### src/btpc_pkg.sv
// shared types, constants and helpers for the barometric compensation block
`default_nettype none
package btpc_pkg;

    localparam int PADDR_W    = 6;
    localparam int PDATA_W    = 64;
    localparam int DIV_STAGES = 32;
    localparam int SIDE_W     = 64;

    // register indexes, taken from paddr[5:3]
    localparam logic [2:0] REG_OSS     = 3'd0;
    localparam logic [2:0] REG_CAL_A_S = 3'd1;
    localparam logic [2:0] REG_CAL_A_U = 3'd2;
    localparam logic [2:0] REG_CAL_B   = 3'd3;
    localparam logic [2:0] REG_CAL_M   = 3'd4;

    localparam logic [31:0] C_T_OFFSET = 32'd4000;
    localparam logic [31:0] C_B4_BIAS  = 32'd32768;
    localparam logic [31:0] C_B7_SCALE = 32'd50000;
    localparam logic [31:0] C_MSB      = 32'h8000_0000;
    localparam logic [31:0] C_P_K1     = 32'd3038;
    localparam logic [31:0] C_P_K2     = -32'sd7357;
    localparam logic [31:0] C_P_K3     = 32'd3791;
    localparam logic [31:0] C_T_MAX    = 32'sd8191;
    localparam logic [31:0] C_T_MIN    = -32'sd8192;
    localparam logic [31:0] C_P_MAX    = 32'd1048575;

    typedef struct packed {
        logic [1:0]  oss;
        logic [47:0] cal_a_signed;
        logic [47:0] cal_a_unsigned;
        logic [31:0] cal_b_pair;
        logic [31:0] cal_m_pair;
    } cfg_t;

    // sideband carried alongside the temperature divider
    typedef struct packed {
        logic [5:0]  pad;
        logic [31:0] x1;
        logic [23:0] up;
        logic        qneg;
        logic        dzero;
    } side1_t;

    // sideband carried alongside the pressure divider
    typedef struct packed {
        logic [46:0] pad;
        logic [13:0] t_sat;
        logic        err;
        logic        b7hi;
        logic        b4zero;
    } side2_t;

    function automatic logic [31:0] sx16(input logic [15:0] v);
        return {{16{v[15]}}, v};
    endfunction

    function automatic logic [31:0] asr32(input logic [31:0] v, input logic [4:0] n);
        return 32'($signed(v) >>> n);
    endfunction

endpackage
`default_nettype wire

### src/btpc_regs.sv
// configuration register file behind the apb port
`default_nettype none
module btpc_regs
    import btpc_pkg::*;
(
    input  wire logic               clk,
    input  wire logic               rst_n,
    input  wire logic               psel,
    input  wire logic               penable,
    input  wire logic               pwrite,
    input  wire logic [PADDR_W-1:0] paddr,
    input  wire logic [PDATA_W-1:0] pwdata,
    output logic      [PDATA_W-1:0] prdata,
    output logic                    pready,
    output cfg_t                    cfg
);

    cfg_t       cfg_reg;
    logic       wr_en;
    logic [2:0] idx;

    assign pready = 1'b1;
    assign wr_en  = psel && penable && pwrite;
    assign idx    = paddr[5:3];
    assign cfg    = cfg_reg;

    always_ff @(posedge clk or negedge rst_n)
    begin
        if (!rst_n)
        begin
            cfg_reg <= '0;
        end
        else if (wr_en)
        begin
            case (idx)
                REG_OSS:     cfg_reg.oss            <= pwdata[1:0];
                REG_CAL_A_S: cfg_reg.cal_a_signed   <= pwdata[47:0];
                REG_CAL_A_U: cfg_reg.cal_a_unsigned <= pwdata[47:0];
                REG_CAL_B:   cfg_reg.cal_b_pair     <= pwdata[31:0];
                REG_CAL_M:   cfg_reg.cal_m_pair     <= pwdata[31:0];
                default:     ;
            endcase
        end
    end

    always_comb
    begin
        case (idx)
            REG_OSS:     prdata = {62'd0, cfg_reg.oss};
            REG_CAL_A_S: prdata = {16'd0, cfg_reg.cal_a_signed};
            REG_CAL_A_U: prdata = {16'd0, cfg_reg.cal_a_unsigned};
            REG_CAL_B:   prdata = {32'd0, cfg_reg.cal_b_pair};
            REG_CAL_M:   prdata = {32'd0, cfg_reg.cal_m_pair};
            default:     prdata = '0;
        endcase
    end

endmodule
`default_nettype wire

### config.mk
export PLATFORM = sky130hd
export DESIGN_NAME = btpc_regs
export DESIGN_NICKNAME = d
export VERILOG_FILES = /design/src/btpc_pkg.sv /design/src/btpc_regs.sv
export SDC_FILE = /design/constraint.sdc
export NUM_CORES = 1
export LEC_CHECK = 0
export BUFFER_PORTS_ARGS = -buffer_cell sky130_fd_sc_hd__buf_4
export CAP_MARGIN = 20
export CORE_MARGIN = 4
export CORE_UTILIZATION = 52
export DETAILED_ROUTE_END_ITERATION = 8
export PLACE_DENSITY = 0.83
export SETUP_SLACK_MARGIN = 0.5
export SLEW_MARGIN = 15
export SYNTH_ARGS = -nofsm -noshare
export SYNTH_HDL_FRONTEND = slang
export SYNTH_SLANG_ARGS = --single-unit
### constraint.sdc
create_clock -name clk -period 3.55 [get_ports clk]
set_input_delay 0.5325 -clock clk [delete_from_list [all_inputs] [get_ports clk]]
set_output_delay 0.5325 -clock clk [all_outputs]
set_load 0.02 [all_outputs]
# Yosys cells after proc, flatten, opt, wreduce, memory -nomap -nowiden
# Index checks and enable logic that the tools add are counted.
totals:
  regBits: 162
  input_bits: 75
  out_inout_bits: 227
  elab_cells: 18
op_classes:
  eq_ne: 4
  n_mux: 1
  n_reduce_logical: 8
ops:
  columns: ["op", "count"]
  rows:
  - ["$pmux 48 s5", 1]
  - ["$reduce_and 2->1", 5]
  - ["$eq 3x2->1 const B", 2]
  - ["$eq 3x1->1 const B", 1]
  - ["$eq 3x3->1 const B", 1]
  - ["$logic_not 3->1", 1]
  - ["$logic_and 1x1->1", 2]

# Longest topological paths before layout
depth:
  ltp_word: 3
  depth_mapped: 6
  ltp_nobuf: 3

# Worst setup path after synthesis
# OpenSTA, ideal clock, no wires.
synth_timing:
  path_kind: "input-to-output"
  start: "in paddr[4]"
  end: "out prdata[10]"
  arrival_time_ns: 1.697
  t_required_ns: 3.017
  setup_slack_ns: 1.320
  stages: 6
  n_path_buf: 3
  cell_sequence: "buf_2 > nor3b_2 > buf_2 > buf_4 > a22o_1 > a221o_1"
synth_between:
  elab_chain_cells: 2
  word_cells_on_any_way: 6
  cone_classes: "eq/ne: 4; mux: 1; reduce/logical: 1"
synth_rtl:
  columns: ["element", "line_no", "source"]
  rows:
  - ["from (decl)", "btpc_regs.sv:11", "input wire logic [PADDR_W-1:0] paddr,"]
  - ["$eq 3x3->1, or another cell as far along", "btpc_regs.sv:48", "case (idx)"]
  - ["$pmux 48 s5 *", "btpc_regs.sv:48", null]
  - ["to (decl)", "btpc_regs.sv:13", "output logic [PDATA_W-1:0] prdata,"]
# Mark *: on every way between the ends. The rest lies on a longest branch, timed or not.

# Worst setup path in the final report
layout_timing:
  start: "in paddr[3]"
  end: "out prdata[22]"
# Same word-level chain as after synthesis.

==> flow_summary.json <==
{
  "outcome": "finished clean",
  "rsz0062_at_grt": "false",
  "antenna_found_initial": 0,
  "switchingPower_mw": 2.02,
  "synth.yosys.seq_area_share_pct": 56.7,
  "min_period_over_period_pct": 70.3,
  "fin_hold_ws_ps": 144,
  "place_ws_ps": 1060,
  "multi_input_area_um2": 2830,
  "clk_latency_ps": 420,
  "rrSetupSlack_ps": 2710,
  "io_pins": 302,
  "power.internal_mw": 4.21,
  "switching_share_pct": 32.4,
  "grt_usage_pct": 25.8,
  "syn2layout_area_growth_pct": 37.8,
  "relSlewSlack_pct": 50.5,
  "hold_viol_final": 0,
  "nFillCells": 885,
  "cp_max_fo": 21,
  "post_synth_num_cell_types": 20,
  "htree_levels": 4,
  "drc_errors": 0,
  "die_area_um2": 15700,
  "hold_class": "in2async",
  "die-height_um": 125,
  "grt_pass1_wl_um": 32000,
  "num_rows": 42,
  "leakage_nw": 4.94,
  "crit_arrival_ps": 1960,
  "die_w_um": 125,
  "clkSlewWorstSetupHoldPaths_ps": 70,
  "critPathCaptureType": "output pin",
  "max_freq_ghz": 0.401,
  "largest_reg_flops": 162,
  "critPathLaunch": "paddr[3]",
  "finalSetupViolCount": 0,
  "seqPwrFrac_pct": 40.7,
  "worst_pin_slew_ps": 742,
  "numCtsBuffers": 17,
  "cts_setup_buffers": 0,
  "drtIter0Drc": 307,
  "start_util_pct": 53.5,
  "final_cell_mix": "276 x buf_4, 162 x dfrtp_1, 110 x mux2_2",
  "synth_seq_cells": 162,
  "coreArea_um2": 13300,
  "total_power_mw": 6.22,
  "crit_end": "prdata[22]",
  "synth.largest_area_cell": "dfrtp_1",
  "syn_area_per_cell_um2": 15.1,
  "cts-root-buf": "clkbuf_16",
  "dp_hpwl_um": 14600,
  "cap_violations": 0,
  "cts_resized": 0,
  "timing.rr.end": "cfg[105]$_DFFE_PN0P_",
  "cts_hold_buf": 0,
  "finalCriticalPeriod_ps": 2490,
  "grt_max_degree": 84,
  "diodes": 0,
  "io_buffer_count": 265,
  "critical_path_class": "in2out",
  "synth_area_um2": 7140,
  "layout.nets": 811,
  "reg2reg_from": "cfg[105]$_DFFE_PN0P_",
  "ir_drop_mv": 0.292,
  "clock_power_share_pct": 29.8,
  "ys_top_cells_by_area": "dfrtp_1 57%, mux2_2 17%, mux2_1 8.5%",
  "clockBufferDepth": 2,
  "p_per_area_nw_per_um2": 632,
  "grt.overflow.total": 0,
  "place_congestion": 0.807,
  "wl_per_cell_um": 22.0,
  "cts_tree": "built",
  "drive_above_1_share_pct": 57.1,
  "clock-sinks": 162,
  "ys_warn_count": 0,
  "ant_nets": 0,
  "regArea_um2": 4050,
  "mostFrequentLayoutCell": "buf_4",
  "worst_setup_path_start_kind": "input port",
  "p_comb_share_pct": 29.5,
  "report.final.slew_viol_count": 0,
  "r2r_cells": 1,
  "synth_top_area_share_pct": 56.7,
  "fin_setup_tns_ps": 0,
  "setup_ws_ps": 1060,
  "netlist_instances": 474,
  "dr.pass1.iters": 4,
  "vias": 5269,
  "cp.required_ps": 3020,
  "via_per_inst": 5.70,
  "grt_pass1_vias": 5638,
  "drt-total-wl_um": 20400,
  "fin_skew_ps": 0
}
## power by group through the flow
| stage | sequential (mW) | clock (mW) | combinational [mW] |
|---|---|---|---|
| final | 2.54 | 1.85 | 1.84 |
| after global routing | 2.58 | 1.98 | 1.94 |
| after CTS | 2.53 | 1.88 | 1.86 |
| after detailed placement | 2.56 | 0 | 1.85 |
| after global placement | 2.53 | 0 | 1.82 |
| after floorplan | 2.93 | 0 | 0.524 |
## cell usage after synthesis, drive strengths merged
master,count
a221o,32
a22o,46
and4,1
buf,45
clkbuf,7
conb,2
dfrtp,162
mux2,164
mux2i,2
nand2,1
nand4b,1
nor2,2
nor2b,1
nor3,2
nor3b,5
or3,1
## critical path, stage by stage
cell and delay (ps):
buf_4 170, nor3b_4 390, buf_4 370, a22o_1 200, a221o_1 130, buf_4 140
## layer usage
layer | vias up | share of wire [%] | GRT usage, %
met4 | 0 | 2.0 | 9.12
met3 | 28 | 9.0 | 8.02
li1 | 2286 | - | -
met2 | 262 | 50 | 43.8
met5 | - | 0 | 0
met1 | 2693 | 39 | 31.3
## kinds of logic (layout without fill, tap and decap cells)
family,count (synthesis),in the layout,synth area share (%)
multiplexers,166,166,26.1
flip-flops,162,162,56.7
AO/OA/AOI/OAI,78,78,10.1
buffers and inverters,52,312,5.01
AND/OR/NAND/NOR,14,14,1.89
other,2,17,0.105
## area by class of cell
type	instances	share of cell area, %
clock buffers	21	4.58
flip-flops and latches	162	41.2
clock inverters	11	1.54
well taps	176	2.24
repair buffers	280	21.8
multi-input cells	275	28.7
## how the worst min path moves through the flow
| stage | start | endpoint | slack (ps) | cells after the start |
|---|---|---|---|---|
| after floorplan | rst_n | cfg[0]$_DFFE_PN0P_ | 240 | 0 |
| after global placement | cfg[20]$_DFFE_PN0P_ | cfg[20]$_DFFE_PN0P_ | 490 | 1 |
| after detailed placement | cfg[110]$_DFFE_PN0P_ | cfg[110]$_DFFE_PN0P_ | 500 | 1 |
| after CTS | rst_n | cfg[4]$_DFFE_PN0P_ | 160 | 1 |
| after global routing | rst_n | cfg[0]$_DFFE_PN0P_ | 190 | 1 |
| final | rst_n | cfg[4]$_DFFE_PN0P_ | 140 | 1 |
## per-stage QoR
step | cells | util [%] | instance area (um^2)
floorplan | 489 | - | 7200
global route | 925 | 73.8 | 9840
finish | 925 | 73.8 | 9840
detailed placement | 893 | 69.2 | 9240
CTS | 925 | 73.8 | 9840
global placement | 893 | 69.2 | 9240
(Power assumes the default switching activity.)
